**src/hw/rtl/tie_averaged_ranker_top_assert.svh**
```systemverilog
// Assertion macros for the tie-averaged ranker.
// Used by the top level; relies on clk and arst_n in the including scope.
`ifndef TIE_AVERAGED_RANKER_TOP_ASSERT_SVH
`define TIE_AVERAGED_RANKER_TOP_ASSERT_SVH

`ifndef SYNTHESIS

// A condition that must hold at every clock edge outside reset.
`define TAR_ASSERT_ALWAYS(lbl, cond) \
	lbl: assert property (@(posedge clk) disable iff (!arst_n) (cond)) \
		else $error("tie ranker check failed: always");

// A condition that must hold in the cycle after the trigger.
`define TAR_ASSERT_NEXT(lbl, trig, cond) \
	lbl: assert property (@(posedge clk) disable iff (!arst_n) (trig) |=> (cond)) \
		else $error("tie ranker check failed: next cycle");

`else

`define TAR_ASSERT_ALWAYS(lbl, cond)
`define TAR_ASSERT_NEXT(lbl, trig, cond)

`endif

`endif

```
**src/hw/rtl/tar_pkg.sv**
```systemverilog
// Shared types, constants and helper functions of the tie-averaged ranker.
// No dependencies; used by tar_tie_store and tie_averaged_ranker_top.
package tar_pkg;

	// Field widths.
	localparam int IDX_W    = 16;
	localparam int VAL_W    = 32;
	localparam int HALVES_W = 18;
	localparam int DATA_W   = 32;
	localparam int PADDR_W  = 3;

	// Tie buffer geometry.
	localparam int TIE_DEPTH = 63;
	localparam int TADDR_W   = $clog2(TIE_DEPTH);
	localparam int COUNT_W   = 7;
	localparam int RANK_W    = 17;

	// Value patterns.
	localparam logic [VAL_W-1:0] MISSING_PATTERN = 32'hFF7F_FFFF;
	localparam logic [VAL_W-1:0] NEG_ZERO        = 32'h8000_0000;

	// Saturation limits of the counters and of the rank output.
	localparam logic [RANK_W:0]   COUNT_CAP  = 18'd65537;
	localparam logic [HALVES_W:0] HALVES_CAP = 19'd262143;

	// Register map, indexed by word.
	typedef enum logic [0:0] {
		REG_USE_SECOND = 1'b0
	} tar_reg_t;

	// Sequencer states.
	typedef enum logic [1:0] {
		ST_IDLE,
		ST_MISS,
		ST_FLUSH
	} tar_state_t;

	// Write port of the tie store.
	typedef struct packed {
		logic               en;
		logic [TADDR_W-1:0] addr;
		logic [IDX_W-1:0]   data;
	} tar_wr_t;

	// Clamp a grown count to the counter limit.
	function automatic logic [RANK_W-1:0] count_sat(input logic [RANK_W:0] s);
		logic [RANK_W:0] r;
		begin
			r = (s > COUNT_CAP) ? COUNT_CAP : s;
			return r[RANK_W-1:0];
		end
	endfunction

endpackage

```
**src/hw/rtl/tar_tie_store.sv**
```systemverilog
// Tie buffer memory: one write port and one registered read port.
// A read of the address being written returns the new data. Uses tar_pkg.
module tar_tie_store
	import tar_pkg::*;
(
	input  logic                clk,
	input  tar_wr_t             wr,
	input  logic [TADDR_W-1:0]  rd_addr,
	output logic [IDX_W-1:0]    rd_data
);

	logic [IDX_W-1:0] mem [TIE_DEPTH];
	logic [IDX_W-1:0] rd_data_q;

	// Write port.
	always_ff @(posedge clk) begin
		if (wr.en) begin
			mem[wr.addr] <= wr.data;
		end
	end

	// Registered read with write-through forwarding on an address match.
	always_ff @(posedge clk) begin
		if (wr.en && (wr.addr == rd_addr)) begin
			rd_data_q <= wr.data;
		end else begin
			rd_data_q <= mem[rd_addr];
		end
	end

	assign rd_data = rd_data_q;

endmodule

```
**src/hw/rtl/tie_averaged_ranker_top.sv**
```systemverilog
// Tie-averaged ranker: takes elements in ascending value order and returns each one, but
// ties past a full buffer, with its fractional rank in half-units, tied elements sharing the
// mean rank of their run. An element that opens or extends a run without is_last gives no
// result; a missing element gives its own result. The first read of the tie memory overlaps
// the cycle in which the closing item is taken (or its missing result leaves), and closing
// a run gives one result per buffered element, at most 63, since the single read port gives
// one stored index per cycle while the output is free. A new run opened by the closing item
// with is_last is flushed after the old one. Results leave through an output register, so a
// stalled consumer holds the block only while a result is pending. The tie memory needs no
// clearing pass after reset. Uses tar_pkg, tar_tie_store and the assert header.
`include "tie_averaged_ranker_top_assert.svh"

module tie_averaged_ranker_top
	import tar_pkg::*;
(
	input  logic                 clk,
	input  logic                 arst_n,
	// Configuration port.
	input  logic                 psel,
	input  logic                 penable,
	input  logic                 pwrite,
	input  logic [PADDR_W-1:0]   paddr,
	input  logic [DATA_W-1:0]    pwdata,
	output logic [DATA_W-1:0]    prdata,
	output logic                 pready,
	// Input channel.
	input  logic                 in_valid,
	output logic                 in_ready,
	input  logic [IDX_W-1:0]     element_index,
	input  logic [VAL_W-1:0]     value,
	input  logic [VAL_W-1:0]     second_value,
	input  logic                 is_last,
	// Output channel.
	output logic                 out_valid,
	input  logic                 out_ready,
	output logic [IDX_W-1:0]     ranked_index,
	output logic [HALVES_W-1:0]  rank_halves,
	output logic                 is_missing,
	output logic                 overflow,
	output logic                 last_result
);

	// Configuration.
	logic use_second_q;
	logic cfg_we;

	// Sequencer.
	tar_state_t state_q, state_d;

	// Run state.
	logic [COUNT_W-1:0] tie_count_q;
	logic [RANK_W-1:0]  run_length_q;
	logic [RANK_W-1:0]  next_rank_q;
	logic [VAL_W-1:0]   prev_value_q;
	logic               seen_valid_q;
	logic               overflow_q;

	// Item held while its results are produced.
	logic [IDX_W-1:0] idx_q;
	logic [VAL_W-1:0] norm_q;
	logic             last_q;
	logic             pend_open_q;

	// Flush read pointer.
	logic [TADDR_W-1:0] ptr_q, ptr_d;

	// Output register.
	logic                out_valid_q;
	logic [IDX_W-1:0]    out_idx_q;
	logic [HALVES_W-1:0] out_halves_q;
	logic                out_miss_q;
	logic                out_ovf_q;
	logic                out_last_q;

	// Decode of the incoming item.
	logic             accept;
	logic             in_miss;
	logic [VAL_W-1:0] in_norm;
	logic             in_tie;
	logic             tie_room;

	// Control pulses.
	logic                can_push;
	logic                emit;
	logic [IDX_W-1:0]    emit_idx;
	logic [HALVES_W-1:0] emit_halves;
	logic                emit_miss;
	logic                emit_last;
	logic                do_latch;
	logic                do_tie;
	logic                do_open_in;
	logic                do_open_q;
	logic                flush_done;
	logic                do_clear;
	logic                at_end;

	// Rank of the open run and memory connections.
	logic [HALVES_W:0]   halves_sum;
	logic [HALVES_W-1:0] run_halves;
	tar_wr_t             wr;
	logic [IDX_W-1:0]    rd_data;

	// Configuration register and read-back.
	assign pready = 1'b1;
	assign cfg_we = psel && penable && pwrite;

	always_ff @(posedge clk or negedge arst_n) begin
		if (!arst_n) begin
			use_second_q <= 1'b0;
		end else if (cfg_we && (paddr[2] == REG_USE_SECOND)) begin
			use_second_q <= pwdata[0];
		end
	end

	always_comb begin
		prdata = '0;
		unique case (paddr[2])
			REG_USE_SECOND: prdata = {{(DATA_W-1){1'b0}}, use_second_q};
			default:        prdata = '0;
		endcase
	end

	// Classification of the incoming item.
	assign in_miss  = (value == MISSING_PATTERN) ||
	                  (use_second_q && (second_value == MISSING_PATTERN));
	assign in_norm  = (value == NEG_ZERO) ? '0 : value;
	assign in_tie   = !in_miss && seen_valid_q && (in_norm == prev_value_q);
	assign tie_room = tie_count_q < COUNT_W'(TIE_DEPTH);
	assign accept   = in_valid && in_ready;

	// Rank of the open run: twice the first rank plus run length less one.
	assign halves_sum = {1'b0, next_rank_q, 1'b0} + {2'b00, run_length_q} - 19'd1;
	assign run_halves = (halves_sum > HALVES_CAP) ? HALVES_CAP[HALVES_W-1:0]
	                                              : halves_sum[HALVES_W-1:0];

	assign can_push = !out_valid_q || out_ready;
	assign at_end   = (({1'b0, ptr_q}) + COUNT_W'(1)) == tie_count_q;

	// Sequencer state register.
	always_ff @(posedge clk or negedge arst_n) begin
		if (!arst_n) begin
			state_q <= ST_IDLE;
		end else begin
			state_q <= state_d;
		end
	end

	// Next state and control.
	always_comb begin
		state_d     = state_q;
		in_ready    = 1'b0;
		emit        = 1'b0;
		emit_idx    = rd_data;
		emit_halves = run_halves;
		emit_miss   = 1'b0;
		emit_last   = 1'b0;
		do_latch    = 1'b0;
		do_tie      = 1'b0;
		do_open_in  = 1'b0;
		do_open_q   = 1'b0;
		flush_done  = 1'b0;
		do_clear    = 1'b0;
		wr          = '0;
		unique case (state_q)
			ST_IDLE: begin
				in_ready = 1'b1;
				if (accept) begin
					do_latch = 1'b1;
					if (in_miss) begin
						state_d = ST_MISS;
					end else if (in_tie) begin
						do_tie  = 1'b1;
						wr.en   = tie_room;
						wr.addr = tie_count_q[TADDR_W-1:0];
						wr.data = element_index;
						if (is_last) begin
							state_d = ST_FLUSH;
						end
					end else if (seen_valid_q) begin
						state_d = ST_FLUSH;
					end else begin
						do_open_in = 1'b1;
						wr.en      = 1'b1;
						wr.addr    = '0;
						wr.data    = element_index;
						if (is_last) begin
							state_d = ST_FLUSH;
						end
					end
				end
			end
			ST_MISS: begin
				if (can_push) begin
					emit        = 1'b1;
					emit_idx    = idx_q;
					emit_halves = '0;
					emit_miss   = 1'b1;
					emit_last   = !(last_q && seen_valid_q);
					if (last_q && seen_valid_q) begin
						state_d = ST_FLUSH;
					end else begin
						do_clear = last_q;
						state_d  = ST_IDLE;
					end
				end
			end
			ST_FLUSH: begin
				if (can_push) begin
					emit = 1'b1;
					// Only a new run still to be flushed for is_last comes after this one.
					emit_last = at_end && !(pend_open_q && last_q);
					if (at_end) begin
						flush_done = 1'b1;
						if (pend_open_q) begin
							do_open_q = 1'b1;
							wr.en     = 1'b1;
							wr.addr   = '0;
							wr.data   = idx_q;
							state_d   = last_q ? ST_FLUSH : ST_IDLE;
						end else begin
							do_clear = last_q;
							state_d  = ST_IDLE;
						end
					end
				end
			end
			default: state_d = ST_IDLE;
		endcase
	end

	// Read pointer: steps through the run, restarts at zero on entry to a flush.
	always_comb begin
		if ((state_q == ST_FLUSH) && (state_d == ST_FLUSH) && !flush_done) begin
			ptr_d = emit ? ptr_q + TADDR_W'(1) : ptr_q;
		end else begin
			ptr_d = '0;
		end
	end

	always_ff @(posedge clk or negedge arst_n) begin
		if (!arst_n) begin
			ptr_q <= '0;
		end else begin
			ptr_q <= ptr_d;
		end
	end

	// Tie buffer memory, read one entry ahead of the output.
	tar_tie_store u_store (
		.clk     (clk),
		.wr      (wr),
		.rd_addr (ptr_d),
		.rd_data (rd_data)
	);

	// Item fields held across the results of one item.
	always_ff @(posedge clk) begin
		if (do_latch) begin
			idx_q  <= element_index;
			norm_q <= in_norm;
			last_q <= is_last;
		end
	end

	// Pending open of a new run after the old one is flushed.
	always_ff @(posedge clk or negedge arst_n) begin
		if (!arst_n) begin
			pend_open_q <= 1'b0;
		end else if (do_latch) begin
			pend_open_q <= !in_miss && !in_tie && seen_valid_q;
		end else if (flush_done) begin
			pend_open_q <= 1'b0;
		end
	end

	// Run state: extend, open, close and clear.
	always_ff @(posedge clk or negedge arst_n) begin
		if (!arst_n) begin
			tie_count_q  <= '0;
			run_length_q <= '0;
			next_rank_q  <= RANK_W'(1);
			prev_value_q <= '0;
			seen_valid_q <= 1'b0;
			overflow_q   <= 1'b0;
		end else if (do_clear) begin
			tie_count_q  <= '0;
			run_length_q <= '0;
			next_rank_q  <= RANK_W'(1);
			prev_value_q <= '0;
			seen_valid_q <= 1'b0;
			overflow_q   <= 1'b0;
		end else begin
			if (flush_done) begin
				next_rank_q <= count_sat({1'b0, next_rank_q} + {1'b0, run_length_q});
			end
			// A new run opened as the old one closes takes the place of the closed one.
			if (do_open_in || do_open_q) begin
				tie_count_q  <= COUNT_W'(1);
				run_length_q <= RANK_W'(1);
				prev_value_q <= do_open_in ? in_norm : norm_q;
				seen_valid_q <= 1'b1;
			end else if (flush_done) begin
				tie_count_q  <= '0;
				run_length_q <= '0;
				seen_valid_q <= 1'b0;
			end else if (do_tie) begin
				if (tie_room) begin
					tie_count_q <= tie_count_q + COUNT_W'(1);
				end else begin
					overflow_q <= 1'b1;
				end
				run_length_q <= count_sat({1'b0, run_length_q} + 18'd1);
			end
		end
	end

	// Output register.
	always_ff @(posedge clk or negedge arst_n) begin
		if (!arst_n) begin
			out_valid_q <= 1'b0;
		end else if (emit) begin
			out_valid_q <= 1'b1;
		end else if (out_ready) begin
			out_valid_q <= 1'b0;
		end
	end

	always_ff @(posedge clk) begin
		if (emit) begin
			out_idx_q    <= emit_idx;
			out_halves_q <= emit_halves;
			out_miss_q   <= emit_miss;
			out_ovf_q    <= overflow_q;
			out_last_q   <= emit_last;
		end
	end

	assign out_valid    = out_valid_q;
	assign ranked_index = out_idx_q;
	assign rank_halves  = out_halves_q;
	assign is_missing   = out_miss_q;
	assign overflow     = out_ovf_q;
	assign last_result  = out_last_q;

	// Checks on the run bookkeeping.
	`TAR_ASSERT_ALWAYS(a_count_bound, tie_count_q <= COUNT_W'(TIE_DEPTH))
	`TAR_ASSERT_ALWAYS(a_seen_matches_len, seen_valid_q == (run_length_q != '0))
	`TAR_ASSERT_ALWAYS(a_flush_has_run, (state_q != ST_FLUSH) || (tie_count_q != '0))
	`TAR_ASSERT_ALWAYS(a_ptr_in_run, (state_q != ST_FLUSH) || (({1'b0, ptr_q}) < tie_count_q))
	`TAR_ASSERT_NEXT(a_clear_rank, do_clear, (next_rank_q == RANK_W'(1)) && !overflow_q)

endmodule

```
**config.mk**
```make
export PLATFORM = sky130hd
export DESIGN_NAME = tie_averaged_ranker_top
export DESIGN_NICKNAME = d
export VERILOG_FILES = /design/src/hw/rtl/tar_pkg.sv /design/src/hw/rtl/tar_tie_store.sv /design/src/hw/rtl/tie_averaged_ranker_top.sv
export VERILOG_INCLUDE_DIRS = /design/src /design/src/hw/rtl
export SDC_FILE = /design/constraint.sdc
export NUM_CORES = 1
export LEC_CHECK = 0
export BUFFER_PORTS_ARGS = -buffer_cell sky130_fd_sc_hd__buf_2
export CAP_MARGIN = 20
export CORE_UTILIZATION = 45
export CTS_CLUSTER_SIZE = 24
export DETAILED_ROUTE_END_ITERATION = 8
export SLEW_MARGIN = 20
export SYNTH_ARGS = -nofsm -noshare
export SYNTH_HDL_FRONTEND = slang
export SYNTH_SLANG_ARGS = --single-unit
export TNS_END_PERCENT = 10
```
**constraint.sdc**
```tcl
create_clock -name clk -period 4.8 [get_ports clk]
set_input_delay 0.48 -clock clk [delete_from_list [all_inputs] [get_ports clk]]
set_output_delay 0.48 -clock clk [all_outputs]
set_load 0.01 [all_outputs]
```
# [After elaboration in Yosys (flattened, before gate mapping)]
# Memories as Yosys holds them, arrays and structs flattened. A register that Yosys moved wholly into a read port is not among the register bits.
# Cells that the tools add are included.
[classes] addsub=7 magnitude_cmp=4 n_eq_ne=11 muxes=88 n_bitwise=1 reduce_logical=35
[ops] cell="23-bit 2-to-1 mux" n=7
[ops] cell="17-bit 2-to-1 mux" n=8
[ops] cell="32-bit 2-to-1 mux" n=4
[ops] cell="32-bit == test, second input constant" n=3
[ops] cell="18-bit 2-to-1 mux" n=3
[ops] cell="23-bit case mux with 2 select lines" n=1
[ops] cell="1-bit 2-to-1 mux" n=42
[ops] cell="18-bit by 17-bit greater-than comparator with 1-bit output, second input constant" n=2
[ops] cell="7-bit 2-to-1 mux" n=5
[ops] cell="32-bit == test" n=1
[ops] cell="16-bit 2-to-1 mux" n=2
[ops] cell="2-bit 2-to-1 mux" n=11
[ops] cell="18-bit by 17-bit adder with 19-bit output" n=1
[ops] cell="19-bit by 18-bit greater-than comparator with 1-bit output, second input constant" n=1
[ops] cell="19-bit by 1-bit subtractor with 19-bit output, second input constant" n=1
[ops] cell="17-bit by 1-bit adder with 18-bit output, second input constant" n=1
[ops] cell="17-bit by 17-bit adder with 18-bit output" n=1
[ops] cell="1-bit logical AND" n=14
[ops] cell="6-bit 2-to-1 mux" n=2
[ops] cell="2-bit nonzero test" n=5
[ops] cell="4-bit nonzero test" n=2
[ops] cell="6-bit by 1-bit adder with 7-bit output, second input constant" n=1
[ops] cell="7-bit by 1-bit adder with 7-bit output, second input constant" n=1
[ops] cell="7-bit == test" n=1
[ops] cell="other kinds (16)" n=26
[word_totals] ff_bits=172 mem_bits_rw=1008 out_inout_bits=72 n_memories=1
[memory_table] name="u_store.mem" depth=63 word_bits=16 rd=1 rd_ports_with_merged_regs=1 write_ports=1 line="tar_tie_store.sv:12" source="logic [IDX_W-1:0] mem [TIE_DEPTH];"

# [Longest topological paths before layout]
# Gate-level depths: netlist (run 1).
[logic_depth] ltp_word=14 mapped_depth=14

# [Hierarchy]
# A second synthesis (run 1) with hierarchy kept.
[hier_totals] hier_cells=2980 hier_area_um2=49930.4
[modules_own_cells] module="tar_tie_store" n_inst=1 cells_each=1800 area_per_inst_um2=38986.1 seq_area_each_um2=30389.1
[modules_own_cells] module="tie_averaged_ranker_top" n_inst=1 cells_each=1180 area_per_inst_um2=10944.2 seq_area_each_um2=4735.8

# [Least setup slack after synthesis (run 1)]
# Ideal clock, no wire load.
[synth_timing] path_type="flip-flop to flip-flop" startpoint="reg ptr_q[0]" endpoint="mem u_store.mem[48][0] (enable)" setup_ns=0.430 t_arrival_ns=4.191 required_time_ns=4.370 setup_slack_ns=0.179 path_stages_with_launch=11 n_path_buf=2 path_cell_list="dfrtp_1 > ha_1 > nor2b_1 > or3_1 > a31o_2 > and4b_4 > nand2_4 > a2111o_1 > buf_2 > clkbuf_1 > nor4_1"
[synth_between] elab_chain_len=7
[synth_lines] item="from (decl)" line="tie_averaged_ranker_top.sv:65" source="logic [TADDR_W-1:0] ptr_q, ptr_d;"
[synth_lines] item="from (signal assigned)" line="tie_averaged_ranker_top.sv:244" source="ptr_q <= ptr_d;"
[synth_lines] item="6-bit by 1-bit adder with 7-bit output (*)" line="tie_averaged_ranker_top.sv:137" source="assign at_end = (({1'b0, ptr_q}) + COUNT_W'(1)) == tie_count_q;"
[synth_lines] item="7-bit == test (*)" line="tie_averaged_ranker_top.sv:137"
[synth_lines] item="23-bit 2-to-1 mux (*)" line="tie_averaged_ranker_top.sv:212" source="if (at_end) begin"
[synth_lines] item="23-bit 2-to-1 mux (*)" line="tie_averaged_ranker_top.sv:208" source="if (can_push) begin"
[synth_lines] item="23-bit case mux with 2 select lines (*)" line="tie_averaged_ranker_top.sv:164" source="unique case (state_q)"
[synth_lines] item="1-bit 2-to-1 mux" line="tar_tie_store.sv:17" source="if (wr.en) begin"
[synth_lines] item="1-bit 2-to-1 mux (not written as such)" line="tar_tie_store.sv:18" source="mem[wr.addr] <= wr.data;"
[synth_lines] item="to (decl)" line="tar_tie_store.sv:12"
# Every way passes the cells marked *; elsewhere a longest branch is shown, timed or not.

# [Worst setup path in the final report (run 1)]
[layout_timing] startpoint="reg ptr_q[0]" endpoint="mem u_store.mem[3][9] (enable)"
# The elaborated chain is that of the path after synthesis.

==> results.sh, run 1 <==
export IMPL_synth_mux_area_share_pct=14.9
export IMPL_synth_commonest_cells="edfxtp_1, mux4_2, nand2_1"
export IMPL_synth_compound_area_share_pct=3.78
export IMPL_clkLatencyLatePin_ns=0.71
export IMPL_io_pins=195
export IMPL_grt_pass1_vias=27200
export IMPL_grt_max_degree=82
export IMPL_setup_slack_ns=0.484
export IMPL_ys_ff_latch=1186
export IMPL_synth_simple_area_share_pct=5.23
export IMPL_cpPeakStageDelay_ns=0.64
export IMPL_timing_critical_path_fanout_max=35
export IMPL_hp_class="input port to flop"
export IMPL_avgSynthCellArea_sq_um=17.8
export IMPL_maxSlewViolCount=0
export IMPL_cts_tree="yes"
export IMPL_dp_cells=4346
export IMPL_synth_distinct_cells=78
export IMPL_die_area_sq_um=112000
export IMPL_p_leak_nw=18.6
export IMPL_vias=26500
export IMPL_path_buf_inv=2
export IMPL_rsz0062_at_grt="false"
export IMPL_cp_arrival_ns=4.69
export IMPL_cellPowerDensity_nw_per_um2=517
export IMPL_portBuffers=129
export IMPL_synthAdderAreaFrac_pct=1.56
export IMPL_fin_skew_ns=0.0216
export IMPL_layout_drive_gt1_share_pct=26.8
export IMPL_multiInputGateArea_sq_um=13800
export IMPL_seq_power_share_pct=43.9
export IMPL_startpoint_type="flop"
export IMPL_die_x_microns=334
export IMPL_synth_top_family_by_area="multiplexers"
export IMPL_cts_hold_buffers=44
export IMPL_critPathRequiredTime_ns=5.18
export IMPL_routed_wl_mm=115
export IMPL_yosysWarningCount=0
export IMPL_fmax_mhz=232
export IMPL_drv_cap=0
export IMPL_seqCellArea_sq_um=35100
export IMPL_ys_seq_area_share_pct=70.6
export IMPL_cts_root_buf="clkbuf_16"
export IMPL_async_flop_share_pct=7.25
export IMPL_slew_headroom_pct=27.0
export IMPL_antenna_found_initial=2
export IMPL_tns_ns=0
export IMPL_synth_most_common_cell="edfxtp_1"
export IMPL_drtPass1Iterations=5
export IMPL_clock_sinks=1186
export IMPL_post_route_util_pct=52.5
export IMPL_track_usage_pct=20.6
export IMPL_dp_slack_ns=0.526
export IMPL_overflow=0
export IMPL_syn2layout_area_growth_pct=15.1
export IMPL_yosysTopAreaCell="edfxtp_1"
export IMPL_vias_per_cell=5.74
export IMPL_antenna_left=0
export IMPL_cts_path_max_buffers=3
export IMPL_place_congestion=0.867
export IMPL_cts_resized=0
export IMPL_htree_levels=3
export IMPL_fillers=8571
export IMPL_cts_buffers=117
export IMPL_pwr_share_comb_pct=24.8
export IMPL_power_switching_w=0.00858
export IMPL_clockPowerShare_pct=31.3
export IMPL_crit_slowest_cell="a2111o_2"
export IMPL_post_drt_wl_per_cell_microns=24.9
export IMPL_finalSetupViolations=0
export IMPL_finalCritPeriodShare_pct=89.9
export IMPL_whs_ns=0.0363
export IMPL_synth_edf_count=1094
export IMPL_crit_path_cell_trace="ha_1 > nor2b_1 > or3_1 > a31o_2 > and4b_4 > nand2_4 > a2111o_2 > buf_4 > or3b_4 > nor2_1 > buf_4"
export IMPL_dp_hpwl_mm=73.0
export IMPL_hold_viol=0
export IMPL_crit_top_cell="buf_4"
export IMPL_yosysTopAreaCellShare_pct=66.0
export IMPL_coreArea_sq_um=109000
export IMPL_ys_dominant_reg_cell="edfxtp_1"
export IMPL_path_clk_slew_ns=0.06
export IMPL_criticalPathCategory="flop to flop"
export IMPL_synth_area_sq_um=49700
export IMPL_synthXorXnorAreaFrac_pct=1.34
export IMPL_nets=3217
export IMPL_vdd_drop_max_v=0.000410
export IMPL_fp_row_count=121
export IMPL_crit_path_end_kind="flop"
export IMPL_synth_area_top_cells="edfxtp_1, mux4_2, dfrtp_1, ha_1, nand2_1"
export IMPL_drc=0
export IMPL_layout_cells_non_filler=4614
export IMPL_drt_iter0_drc=2196
export IMPL_sw_frac_of_total_pct=28.9
export IMPL_grt_pass1_wl_mm=172
export IMPL_crit_family="simple AND/OR/NAND/NOR gates"
export IMPL_cts_setup_buffers=0
export IMPL_synth_cells=2795
export IMPL_min_period_ns=4.32
export IMPL_reg2reg_setup_slack_ns=0.48
export IMPL_status="finished, final reports clean"
export IMPL_power_internal_w=0.0210
export IMPL_initial_core_util_pct=45.6
export IMPL_fp_dieH_microns=334
export IMPL_worst_slew_pin_slew_ns=1.10
-- worst reg2reg max path, delay by kind of cell (launching register included) --
kind / cells / cell delay, ns
AND/OR/NAND/NOR: 6 / 1.69
AO/OA/AOI/OAI: 2 / 0.94
buffers and inverters: 2 / 0.60
flip-flops: 1 / 0.45
adder cells (fa/ha/maj): 1 / 0.30
-- power groups by stage --
| stage | Sequential [W] | Combinational, W | Clock, W |
|---|---|---|---|
| finish | 0.0130 | 0.00733 | 0.00928 |
| global route | 0.0131 | 0.00800 | 0.00989 |
| CTS | 0.0130 | 0.00739 | 0.00950 |
| detailed placement | 0.0132 | 0.00733 | 0 |
| global placement | 0.0132 | 0.00711 | 0 |
| floorplan | 0.0132 | 0.00496 | 0 |
-- cell type report --
type | instances | share of cell area [%]
clock inverters | 80 | 1.54
repair buffers | 299 | 3.88
flip-flops and latches | 1186 | 61.4
multi-input cells | 1340 | 24.1
well taps | 1476 | 3.23
clock buffers | 143 | 5.32
inverters | 89 | 0.583
diodes | 1 | 0.00437
-- kinds of logic (layout without fill, tap and decap cells) --
family	Yosys count	after routing
AO/OA/AOI/OAI	280	280
XOR/XNOR	76	76
adder cells (fa/ha/maj)	61	61
buffers and inverters	299	611
flip-flops	1186	1186
multiplexers	359	359
other	2	33
AND/OR/NAND/NOR	532	532
-- layout by cell type, fill, tap and decap left out, drive strengths merged, types with 16 or more instances in the layout --
cell | netlist | final
nor3 | 29 | 29
nor2 | 107 | 107
a21oi | 61 | 61
inv | 89 | 94
ha | 59 | 59
a22o | 20 | 20
mux2 | 18 | 18
mux2i | 37 | 37
buf | 89 | 255
nor4 | 54 | 54
edfxtp | 1094 | 1094
clkbuf | 121 | 143
nand3 | 34 | 34
clkinv | 0 | 50
xnor2 | 38 | 38
nand2 | 193 | 193
a311oi | 32 | 32
nand4 | 34 | 34
dlygate4sd3 | 0 | 44
bufinv | 0 | 16
o21ai | 76 | 76
dfrtp | 85 | 85
xor2 | 38 | 38
mux4 | 304 | 304
conb | 2 | 32
-- through the flow --
step	area (sq um)	total power, W
after floorplan	49900	0.0181
after global placement	52900	0.0203
after detailed placement	52900	0.0205
after CTS	57300	0.0299
after global routing	57300	0.0310
final	57300	0.0296
-- state kept, by name (all words and copies together) (netlist names), named ones only --
signal / cells
ptr_q: 6
last_result: 1
rank_halves: 18
next_rank_q: 17
pend_open_q: 1
u_store.mem: 1008
out_valid: 1
last_q: 1
overflow: 1
overflow_q: 1
use_second_q: 1
run_length_q: 17
prev_value_q: 32
tie_count_q: 7
ranked_index: 16
state_q: 2
idx_q: 16
seen_valid_q: 1
is_missing: 1
norm_q: 32
-- worst paths after layout --
check                           depth (start not counted)                 to             start
worst max-delay path                                   11  u_store.mem[3][9]          ptr_q[0]
worst min-delay path                                    1           idx_q[0]  element_index[0]
worst max register to register                         11  u_store.mem[3][9]          ptr_q[0]
worst min register to register                          0           overflow        overflow_q
max in group asynchronous                               3   prev_value_q[12]            arst_n
min in group asynchronous                               2     next_rank_q[9]            arst_n
-- layer usage --
metal  part of all wire, %  vias up  GRT usage [%]
met5                     0        -              0
met4                   2.9        0           6.57
met3                   6.7      174           4.42
met2                    47      924           32.5
met1                    43    13800           28.8
li1                      -    11600              -
Power figures use the tool's default switching activity.
==> run 2, diff against run 1 <==
clock period = 4.2 ns   (was 4.8 ns; I/O delays follow)
==> results.sh, run 2 (synthesized netlist as in run 1, its figures left out) <==
export IMPL_power_internal_w=0.0237
export IMPL_fmax_mhz=252
export IMPL_largest_reg_flops=1008
export IMPL_drt_iter0_drc=2380
export IMPL_top_regs="u_store.mem: 1008 flops, norm_q: 32 flops, prev_value_q: 32 flops"
export IMPL_routed_wl_mm=119
export IMPL_finalCritPeriodShare_pct=94.6
export IMPL_antenna_left=0
export IMPL_worst_slew_pin_slew_ns=1.01
export IMPL_crit_path_end_kind="flop"
export IMPL_path_clk_slew_ns=0.06
export IMPL_cts_buffers=116
export IMPL_cts_path_max_buffers=3
export IMPL_drtPass1Iterations=5
export IMPL_place_congestion=0.882
export IMPL_layout_drive_gt1_share_pct=27.2
export IMPL_cts_resized=0
export IMPL_hp_class="input port to flop"
export IMPL_die_x_microns=334
export IMPL_die_area_sq_um=112000
export IMPL_tns_ns=0
export IMPL_grt_pass1_wl_mm=177
export IMPL_layout_commonest_cell="edfxtp_1"
export IMPL_portBuffers=129
export IMPL_whs_ns=0.0849
export IMPL_vdd_drop_max_v=0.000613
export IMPL_track_usage_pct=21.4
export IMPL_grt_max_degree=67
export IMPL_syn2layout_area_growth_pct=15.8
export IMPL_fp_dieH_microns=334
export IMPL_place_area_sq_um=53400
export IMPL_grt_pass1_vias=27400
export IMPL_startpoint_type="flop"
export IMPL_rsz0062_at_grt="false"
export IMPL_setup_slack_ns=0.227
export IMPL_drv_cap=0
export IMPL_final_cell_mix="edfxtp_1, mux4_2, nand2_1"
export IMPL_cp_arrival_ns=4.37
export IMPL_fp_row_count=121
export IMPL_top_register="u_store.mem"
export IMPL_htree_levels=3
export IMPL_dp_slack_ns=0.241
export IMPL_crit_reg2reg_launch="ptr_q[0]"
export IMPL_cts_tree="yes"
export IMPL_seq_power_share_pct=44.3
export IMPL_whs_path_depth=3
export IMPL_vias=26900
export IMPL_hold_start="pwrite"
export IMPL_p_leak_nw=18.7
export IMPL_timing_critical_path_fanout_max=13
export IMPL_initial_core_util_pct=45.6
export IMPL_r2r_cells=10
export IMPL_critPathRequiredTime_ns=4.59
export IMPL_final_cell_area_sq_um=57600
export IMPL_hold_viol=0
export IMPL_antenna_found_initial=2
export IMPL_drc=0
export IMPL_finalSetupViolations=0
export IMPL_post_route_util_pct=52.8
export IMPL_min_period_ns=3.97
export IMPL_clockPowerShare_pct=30.0
export IMPL_clkLatencyLatePin_ns=0.70
export IMPL_reg2reg_to="u_store.mem[47][13]"
export IMPL_slew_headroom_pct=32.4
export IMPL_dp_hpwl_mm=75.9
export IMPL_critPathLaunch="ptr_q[0]"
export IMPL_sw_frac_of_total_pct=29.3
export IMPL_overflow=0
export IMPL_coreArea_sq_um=109000
export IMPL_pwr_share_comb_pct=25.7
export IMPL_nets=3241
export IMPL_min_to="use_second_q"
export IMPL_vias_per_cell=5.80
export IMPL_cellPowerDensity_nw_per_um2=581
export IMPL_fin_skew_ns=0.0249
export IMPL_clock_sinks=1186
export IMPL_power_switching_w=0.00982
export IMPL_criticalPathCategory="flop to flop"
export IMPL_maxSlewViolCount=0
export IMPL_io_pins=195
export IMPL_status="finished, final reports clean"
export IMPL_cts_root_buf="clkbuf_16"
export IMPL_reg2reg_setup_slack_ns=0.23
export IMPL_post_drt_wl_per_cell_microns=25.8
## run 2: worst max-delay path by stage
stage | to | cells past startpoint
detailed placement | u_store.mem[47][13] | 10
global placement | u_store.mem[47][6] | 10
finish | u_store.mem[47][13] | 10
floorplan | u_store.mem[48][0] | 10
global route | u_store.mem[47][13] | 10
CTS | u_store.mem[47][13] | 10
## run 2: stage by stage
stage / cells / power (W)
after floorplan: 2825 / 0.0207
after global placement: 4365 / 0.0235
after detailed placement: 4365 / 0.0237
after CTS: 4627 / 0.0338
after global routing: 4627 / 0.0349
final: 4628 / 0.0335
## run 2: power groups by stage
| stage | Combinational [W] | Clock (W) | Sequential [W] |
|---|---|---|---|
| floorplan | 0.00567 | 0 | 0.0151 |
| global placement | 0.00841 | 0 | 0.0151 |
| detailed placement | 0.00859 | 0 | 0.0151 |
| CTS | 0.00868 | 0.0102 | 0.0148 |
| global route | 0.00936 | 0.0107 | 0.0149 |
| finish | 0.00860 | 0.0101 | 0.0148 |
## run 2: what timing repair did
item	4_1_cts	5_1_grt
hold buffers	50	0
endpoints found under the hold margin	100	0
setup buffers	0	0
## run 2: critical path, stage by stage (launching register included)
cell      delay, ns
dfrtp_1        0.46
ha_1           0.31
nor2b_1        0.17
or3_1          0.32
a31o_2         0.30
and4b_4        0.40
nand2_4        0.06
a2111o_2       0.56
or3_1          0.59
nor2_2         0.32
buf_12         0.19
## run 2: area by class of cell
class / count / area [sq um]
well taps: 1476 / 1850
clock buffers: 139 / 3070
fillers: 8546 / 51500
multi-input cells: 1340 / 13800
clock inverters: 73 / 587
repair buffers: 324 / 2840
inverters: 89 / 334
diodes: 1 / 2.50
flip-flops and latches: 1186 / 35100
## run 2: metal layers
layer	share of wire (%)	up-vias	global-route usage [%]
met5	0.0059	-	0
met4	2.7	2	6.77
met3	6.0	161	2.85
met2	47	938	33.4
met1	44	14100	31.3
li1	-	11700	-
